`config.mk`:
```
export PLATFORM = sky130hd
export DESIGN_NAME = md4_message_digest
export DESIGN_NICKNAME = d
export VERILOG_FILES = /design/src/design/md4_pkg.sv /design/src/design/md4_queue.sv /design/src/design/md4_core.sv /design/src/design/md4_message_digest.sv
export SDC_FILE = /design/constraint.sdc
export NUM_CORES = 2
export LEC_CHECK = 0
export ABC_AREA = 1
export ABC_CLOCK_PERIOD_IN_PS = 12310
export BUFFER_PORTS_ARGS = -buffer_cell sky130_fd_sc_hd__buf_2
export CORE_MARGIN = 2
export CORE_UTILIZATION = 35
export CTS_CLUSTER_DIAMETER = 120
export DETAILED_ROUTE_END_ITERATION = 7
export PLACE_DENSITY = 0.6
export SYNTH_ARGS = -nofsm -noshare
export SYNTH_HDL_FRONTEND = slang
export SYNTH_SLANG_ARGS = --single-unit
export TNS_END_PERCENT = 5
```
`constraint.sdc`:
```
create_clock -name clk -period 12.31 [get_ports clk]
set_input_delay 0.6155 -clock clk [delete_from_list [all_inputs] [get_ports clk]]
set_output_delay 0.6155 -clock clk [all_outputs]
set_load 0.05 [all_outputs]
```
`src/design/md4_pkg.sv`:
```
`timescale 1ns / 1ps
package md4_pkg;

  localparam logic [31:0] INIT_A = 32'h67452301;
  localparam logic [31:0] INIT_B = 32'hefcdab89;
  localparam logic [31:0] INIT_C = 32'h98badcfe;
  localparam logic [31:0] INIT_D = 32'h10325476;
  localparam logic [31:0] K_ROUND2 = 32'h5A827999;
  localparam logic [31:0] K_ROUND3 = 32'h6ED9EBA1;
  localparam logic [7:0] PAD_BYTE = 8'h80;
  localparam int unsigned QUEUE_DEPTH = 2;

  typedef struct packed {
    logic [7:0] data_byte;
    logic       byte_present;
    logic       end_of_message;
  } md4_word_t;

  typedef enum logic [2:0] {
    ST_IDLE,
    ST_COMPRESS,
    ST_PAD,
    ST_LENGTH,
    ST_OUTPUT
  } md4_state_t;

  function automatic logic [3:0] msg_index(input logic [5:0] step);
    logic [3:0] i;
    begin
      i = step[3:0];
      case (step[5:4])
        2'd0: msg_index = i;
        2'd1: msg_index = {i[1:0], i[3:2]};
        default: msg_index = {i[0], i[1], i[2], i[3]};
      endcase
    end
  endfunction

  function automatic logic [4:0] rot_amount(input logic [5:0] step);
    logic [3:0] sel;
    begin
      sel = {step[5:4], step[1:0]};
      case (sel)
        4'd0: rot_amount = 5'd3;
        4'd1: rot_amount = 5'd7;
        4'd2: rot_amount = 5'd11;
        4'd3: rot_amount = 5'd19;
        4'd4: rot_amount = 5'd3;
        4'd5: rot_amount = 5'd5;
        4'd6: rot_amount = 5'd9;
        4'd7: rot_amount = 5'd13;
        4'd8: rot_amount = 5'd3;
        4'd9: rot_amount = 5'd9;
        4'd10: rot_amount = 5'd11;
        4'd11: rot_amount = 5'd15;
        default: rot_amount = 5'd3;
      endcase
    end
  endfunction

endpackage

```
`src/design/md4_queue.sv`:
```
`timescale 1ns / 1ps
module md4_queue (
  input  logic               clk,
  input  logic               rst_n,
  input  logic               in_valid,
  output logic               in_ready,
  input  md4_pkg::md4_word_t in_word,
  output logic               q_valid,
  input  logic               q_ready,
  output md4_pkg::md4_word_t q_word
);
  import md4_pkg::*;

  md4_word_t slot_r [QUEUE_DEPTH];
  logic      wr_ptr_r;
  logic      rd_ptr_r;
  logic [1:0] count_r;
  logic      push;
  logic      pop;

  assign in_ready = (count_r != 2'(QUEUE_DEPTH));
  assign q_valid  = (count_r != 2'd0);
  assign q_word   = slot_r[rd_ptr_r];
  assign push     = in_valid && in_ready;
  assign pop      = q_valid && q_ready;

  always_ff @(posedge clk) begin
    if (push) begin
      slot_r[wr_ptr_r] <= in_word;
    end
  end

  always_ff @(posedge clk) begin
    if (!rst_n) begin
      wr_ptr_r <= 1'b0;
      rd_ptr_r <= 1'b0;
      count_r  <= 2'd0;
    end else begin
      if (push) begin
        wr_ptr_r <= ~wr_ptr_r;
      end
      if (pop) begin
        rd_ptr_r <= ~rd_ptr_r;
      end
      count_r <= count_r + 2'(push) - 2'(pop);
    end
  end

  assert property (@(posedge clk) disable iff (!rst_n) count_r <= 2'(QUEUE_DEPTH))
    else $error("queue over capacity");
  assert property (@(posedge clk) disable iff (!rst_n)
    (count_r == 2'd0) |-> !pop)
    else $error("pop from empty queue");
  assert property (@(posedge clk) disable iff (!rst_n)
    (push && !pop) |=> (count_r == $past(count_r) + 2'd1))
    else $error("count lost a push");

endmodule

```
`src/design/md4_core.sv`:
```
`timescale 1ns / 1ps
module md4_core (
  input  logic               clk,
  input  logic               rst_n,
  input  logic               q_valid,
  output logic               q_ready,
  input  md4_pkg::md4_word_t q_word,
  output logic               out_valid,
  input  logic               out_ready,
  output logic [63:0]        out_digest_low,
  output logic [63:0]        out_digest_high
);
  import md4_pkg::*;

  md4_state_t state_r;
  md4_state_t state_nxt;
  logic [31:0] blk_r [16];
  logic [31:0] ch_r [4];
  logic [31:0] v_r [4];
  logic [60:0] count_r;
  logic [5:0]  step_r;
  logic        pend_pad_r;
  logic        pend_len_r;
  logic        pad_done_r;
  logic [63:0] dlow_r;
  logic [63:0] dhigh_r;
  logic        out_valid_r;

  logic [5:0]  pos;
  logic [3:0]  wsel;
  logic [31:0] x, y, z, f, kc, sum, rot, tgt;
  logic [1:0]  t;
  logic [4:0]  sh;
  logic        take;
  logic        last_step;

  assign out_valid       = out_valid_r;
  assign out_digest_low  = dlow_r;
  assign out_digest_high = dhigh_r;
  assign pos  = count_r[5:0];
  assign wsel = pos[5:2];
  assign last_step = (step_r == 6'd47);

  always_comb begin
    t   = 2'd0 - step_r[1:0];
    tgt = v_r[t];
    x   = v_r[t + 2'd1];
    y   = v_r[t + 2'd2];
    z   = v_r[t + 2'd3];
    case (step_r[5:4])
      2'd0: begin
        f  = (x & y) | (~x & z);
        kc = 32'd0;
      end
      2'd1: begin
        f  = (x & y) | (x & z) | (y & z);
        kc = K_ROUND2;
      end
      default: begin
        f  = x ^ y ^ z;
        kc = K_ROUND3;
      end
    endcase
    sum = tgt + f + blk_r[msg_index(step_r)] + kc;
    sh  = rot_amount(step_r);
    rot = (sum << sh) | (sum >> (6'd32 - {1'b0, sh}));
  end

  always_comb begin
    state_nxt = state_r;
    q_ready   = 1'b0;
    take      = 1'b0;
    case (state_r)
      ST_IDLE: begin
        q_ready = 1'b1;
        take    = q_valid;
        if (take) begin
          if (q_word.byte_present && pos == 6'd63) begin
            state_nxt = ST_COMPRESS;
          end else if (q_word.end_of_message) begin
            state_nxt = ST_PAD;
          end
        end
      end
      ST_COMPRESS: begin
        if (last_step) begin
          if (pend_len_r) begin
            state_nxt = ST_OUTPUT;
          end else if (pend_pad_r) begin
            state_nxt = pad_done_r ? ST_LENGTH : ST_PAD;
          end else begin
            state_nxt = ST_IDLE;
          end
        end
      end
      ST_PAD: begin
        state_nxt = (pos >= 6'd56) ? ST_COMPRESS : ST_LENGTH;
      end
      ST_LENGTH: begin
        state_nxt = ST_COMPRESS;
      end
      ST_OUTPUT: begin
        if (!out_valid_r || out_ready) begin
          state_nxt = ST_IDLE;
        end
      end
      default: state_nxt = ST_IDLE;
    endcase
  end

  always_ff @(posedge clk) begin
    if (!rst_n) begin
      state_r <= ST_IDLE;
    end else begin
      state_r <= state_nxt;
    end
  end

  always_ff @(posedge clk) begin
    if (state_r == ST_IDLE && take && q_word.byte_present) begin
      case (pos[1:0])
        2'd0: blk_r[wsel] <= {24'd0, q_word.data_byte};
        2'd1: blk_r[wsel][15:8] <= q_word.data_byte;
        2'd2: blk_r[wsel][23:16] <= q_word.data_byte;
        default: blk_r[wsel][31:24] <= q_word.data_byte;
      endcase
    end
    if (state_r == ST_PAD) begin
      for (int i = 0; i < 16; i++) begin
        if (4'(i) > wsel) begin
          blk_r[i] <= 32'd0;
        end
      end
      case (pos[1:0])
        2'd0: blk_r[wsel] <= {24'd0, PAD_BYTE};
        2'd1: blk_r[wsel][15:8] <= PAD_BYTE;
        2'd2: blk_r[wsel][23:16] <= PAD_BYTE;
        default: blk_r[wsel][31:24] <= PAD_BYTE;
      endcase
    end
    if (state_r == ST_COMPRESS && last_step && pend_pad_r && pad_done_r && !pend_len_r) begin
      for (int i = 0; i < 16; i++) begin
        blk_r[i] <= 32'd0;
      end
    end
    if (state_r == ST_LENGTH) begin
      blk_r[14] <= {count_r[28:0], 3'b000};
      blk_r[15] <= count_r[60:29];
    end
  end

  always_ff @(posedge clk) begin
    if (!rst_n) begin
      for (int i = 0; i < 4; i++) begin
        ch_r[i] <= (i == 0) ? INIT_A : (i == 1) ? INIT_B : (i == 2) ? INIT_C : INIT_D;
      end
      count_r     <= 61'd0;
      step_r      <= 6'd0;
      pend_pad_r  <= 1'b0;
      pend_len_r  <= 1'b0;
      pad_done_r  <= 1'b0;
      out_valid_r <= 1'b0;
    end else begin
      if (out_valid_r && out_ready && state_r != ST_OUTPUT) begin
        out_valid_r <= 1'b0;
      end
      case (state_r)
        ST_IDLE: begin
          if (take) begin
            if (q_word.byte_present) begin
              count_r <= count_r + 61'd1;
            end
            pend_pad_r <= q_word.end_of_message;
            pend_len_r <= 1'b0;
            pad_done_r <= 1'b0;
            step_r     <= 6'd0;
            for (int i = 0; i < 4; i++) begin
              v_r[i] <= ch_r[i];
            end
          end
        end
        ST_COMPRESS: begin
          if (last_step) begin
            step_r <= 6'd0;
            for (int i = 0; i < 4; i++) begin
              ch_r[i] <= ch_r[i] + ((2'(i) == t) ? rot : v_r[i]);
              v_r[i]  <= ch_r[i] + ((2'(i) == t) ? rot : v_r[i]);
            end
          end else begin
            v_r[t] <= rot;
            step_r <= step_r + 6'd1;
          end
        end
        ST_PAD: begin
          pad_done_r <= 1'b1;
        end
        ST_LENGTH: begin
          pend_len_r <= 1'b1;
        end
        ST_OUTPUT: begin
          if (!out_valid_r || out_ready) begin
            dlow_r      <= {ch_r[1], ch_r[0]};
            dhigh_r     <= {ch_r[3], ch_r[2]};
            out_valid_r <= 1'b1;
            ch_r[0]     <= INIT_A;
            ch_r[1]     <= INIT_B;
            ch_r[2]     <= INIT_C;
            ch_r[3]     <= INIT_D;
            count_r     <= 61'd0;
            pend_pad_r  <= 1'b0;
            pend_len_r  <= 1'b0;
          end
        end
        default: ;
      endcase
    end
  end

  assert property (@(posedge clk) disable iff (!rst_n)
    (state_r != ST_COMPRESS) |-> (step_r == 6'd0))
    else $error("step counter runs outside compression");
  assert property (@(posedge clk) disable iff (!rst_n)
    (state_r == ST_OUTPUT) |-> pend_len_r)
    else $error("digest without length block");
  assert property (@(posedge clk) disable iff (!rst_n)
    (out_valid_r && !out_ready) |=> (out_valid_r && $stable(dlow_r)))
    else $error("held digest changed");

endmodule

```
`src/design/md4_message_digest.sv`:
```
`timescale 1ns / 1ps
// Byte-serial MD4 hash. Each input word carries in_data_byte, in_byte_present and
// in_end_of_message on a valid/ready channel. A two-entry queue takes words while
// the core is compressing. The core takes bytes while idle; the 64th byte of a
// block starts a compression, one round step per cycle.
// A word with in_end_of_message set pads the block, appends the bit length and
// runs one or two compressions, after which the digest appears on out_digest_low
// and out_digest_high with out_valid.
// The digest is held in an output register until out_ready takes it; a stalled
// receiver blocks only the next digest, and the core keeps hashing bytes of the
// following message until that point.
// Synchronous active-low reset empties the queue, drops any pending digest and
// restores the initial chaining values with a zero byte count.
module md4_message_digest (
  input  logic        clk,
  input  logic        rst_n,
  input  logic        in_valid,
  output logic        in_ready,
  input  logic [7:0]  in_data_byte,
  input  logic        in_byte_present,
  input  logic        in_end_of_message,
  output logic        out_valid,
  input  logic        out_ready,
  output logic [63:0] out_digest_low,
  output logic [63:0] out_digest_high
);
  import md4_pkg::*;

  md4_word_t in_word;
  md4_word_t q_word;
  logic      q_valid;
  logic      q_ready;

  assign in_word = '{data_byte: in_data_byte, byte_present: in_byte_present,
                     end_of_message: in_end_of_message};

  md4_queue u_queue (
    .clk      (clk),
    .rst_n    (rst_n),
    .in_valid (in_valid),
    .in_ready (in_ready),
    .in_word  (in_word),
    .q_valid  (q_valid),
    .q_ready  (q_ready),
    .q_word   (q_word)
  );

  md4_core u_core (
    .clk             (clk),
    .rst_n           (rst_n),
    .q_valid         (q_valid),
    .q_ready         (q_ready),
    .q_word          (q_word),
    .out_valid       (out_valid),
    .out_ready       (out_ready),
    .out_digest_low  (out_digest_low),
    .out_digest_high (out_digest_high)
  );

endmodule

```
==> results.tsv <==
metric	value	unit
syn_inst	8280	
dp_cells	10400	
ys.flop_type	dfxtp_1	
firstDrtPassIters	6	
place_ws	2.12	ns
slowest_stage	dfxtp_1	
htreeDepth	3	
nNetsFinal	8524	
grt_first_pass_wirelength	357	mm
ys_warn_count	0	
relSlewSlack	8.92	%
final.min_clock_period	10.58	ns
postLayoutCoreUtil	39.2	%
arrival	11.18	ns
antenna_found_initial	8	
synth.distinct_cells	59	
synthesis.area	0.0601	mm2
finalCritPeriodShare	85.9	%
endpoint	u_core.v_r[3][28]	
final_common_cell	nand2_1	
gp_congestion	1.02	
r2r-end	u_core.v_r[3][28]	
dieArea	0.175	mm2
synth_area_per_cell	7.26	um2
status	completed	
drtAntennaViolNets	0	
drv_cap	0	
yosysSeqAreaShare	40.0	%
cts-root-buf	clkbuf_16	
io_pins	144	
start_util	35.1	%
reg2reg_from	u_core.step_r[5]	
clk_path_buf_depth	3	
cts_sinks	999	
ys_top_cells_by_area	edfxtp_1 (20%), dfxtp_1 (20%), nand2_1 (11%), o21ai_0 (9.6%), a21oi_1 (7.7%)	
finalHoldViolCount	0	
clock_latency	0.81	ns
hpwl	182	mm
vias	59300	
final_cells	10600	
grt_pass1_vias	53800	
worst_pin_slew	1.36	ns
wire_per_inst	23.2	um
synthArstFlopShare	0	%
yosysTopAreaCellShare	20.0	%
grt_overflow	0	
rr_worst_depth	45	
required	12.91	ns
final-seq-area	0.0240	mm2
rsz0062_at_grt	false	
grt_max_degree	167	
drt_iter0_drc	7318	
grt_use_total	27.2	%
fin_skew	0.0735	ns
max_freq	94.5	MHz
drc	0	
crit_path_end_kind	flop	
synth_top_area_cell	edfxtp_1	
setup_ws	1.73	ns
synth.ff_latch_count	999	
drive_gt1_share	7.18	%
crit_fanout	33	
multi_input_area	0.0308	mm2
syn_nets	8560	
rows	152	
vias_per_cell	5.61	
fp.dieH	418	um
die_w	418	um
synth-edff-count	401	
fillers	17800	
routed_wl	245	mm
tritoncts	built	
worstSetupStartpoint	u_core.step_r[5]	
layout_common_cells	nand2_1 (1,785), o21ai_0 (1,149), inv_1 (980)	
clkTransAtPathRegs	0.07	ns
finalSetupViolations	0	
cp-start-kind	flop	
core_area	0.171	mm2
fin_setup_tns	0	ns
cts_buffers	111	
regToRegSetupSlack	1.73	ns
slew_viol_final	0	
crit_type	flop to flop	
cpMostUsedCell	nand2_1	
hold_path.class	input pin to flop	
syn2layout_area_growth	11.7	%
io_buffers	143	
critical_path.max_stage_delay	0.57	ns
==> state kept, by name (all words and copies together), names as in the netlist, 2 cells and up, named ones only <==
signal,flops
u_core.blk_r,512
u_core.ch_r,128
u_core.count_r,61
u_core.out_digest_high,64
u_core.out_digest_low,64
u_core.sh,4
u_core.state_r,3
u_core.step_r,6
u_core.v_r,128
u_queue.count_r,2
u_queue.slot_r,20
==> cells by family after synthesis <==
logic type / Yosys count / synth area share (%)
and+or+nand+nor: 3067 / 21.4
AOI/OAI and AO/OA: 2451 / 22.0
buffers and inverters: 1439 / 9.07
DFF: 999 / 40.0
adders and majority gates: 266 / 6.67
xor gates and xnor gates: 46 / 0.670
muxes: 12 / 0.200
==> cells in the mapped netlist (18+ instances only) <==
cell type,number
nand2_1,1788
o21ai_0,1150
inv_1,982
a21oi_1,926
nand3_1,667
dfxtp_1,598
edfxtp_1,401
nor2_1,387
clkbuf_1,353
o211ai_1,187
ha_1,175
fa_1,91
nor3_1,71
buf_1,50
nand4_1,49
or2_2,38
buf_2,36
o21a_1,28
xor2_1,28
a31oi_1,24
o221ai_1,23
o22ai_1,22
nor2_2,20
a31o_2,18
xnor2_1,18
==> metrics by stage <==
stage                     hold slack (ns)  cell area (um2)
after floorplan                     0.420            60100
after global placement              0.430            63200
after detailed placement            0.436            63200
after CTS                           0.109            67200
after global routing                0.122            67200
final                               0.161            67200
==> worst min-delay path by stage <==
stage / endpoint / start / slack [ns] / depth (start not counted)
after global placement: u_core.blk_r[1][22] / u_core.blk_r[1][22] / 0.43 / 2
after CTS: u_queue.slot_r[0][5] / in_data_byte[3] / 0.11 / 1
after global routing: u_queue.slot_r[1][5] / in_data_byte[3] / 0.12 / 1
after detailed placement: u_core.blk_r[1][11] / u_core.blk_r[1][11] / 0.44 / 2
after floorplan: u_core.blk_r[1][10] / u_core.blk_r[1][10] / 0.42 / 2
final: u_queue.slot_r[0][5] / in_data_byte[3] / 0.16 / 1
==> final cells by class <==
class	instances	share of cell area (%)
diodes	3	0.0112
multi-input cells	5842	45.8
well taps	2233	4.16
flip-flops and latches	999	35.8
repair buffers	291	2.92
inverters	999	5.60
clock buffers	151	4.75
clock inverters	59	1.01
==> critical path, delay by kind of cell (launching register included) <==
family / cells / cell delay (ns)
simple gates: 20 / 2.53
compound gates: 11 / 2.65
fa+ha+maj: 5 / 1.92
xor+xnor: 1 / 0.29
buf+inv: 8 / 2.35
flops: 1 / 0.57
==> repair_timing <==
action,in CTS,in global routing
hold buffers,9,0
resized for setup,0,0
endpoints found under the hold margin,18,0
setup buffers,0,0
==> routing by layer <==
metal	vias to the layer above	GRT usage, %	routed length, um
li1	27900	-	-
met1	28200	38.9	108000
met2	2769	40.0	103000
met3	463	6.02	24800
met4	6	9.85	9440
met5	-	0	46
Power is left out: the tool's default activity adds up to more than one toggle a clock period on the data nets, which glitch-free logic cannot reach.
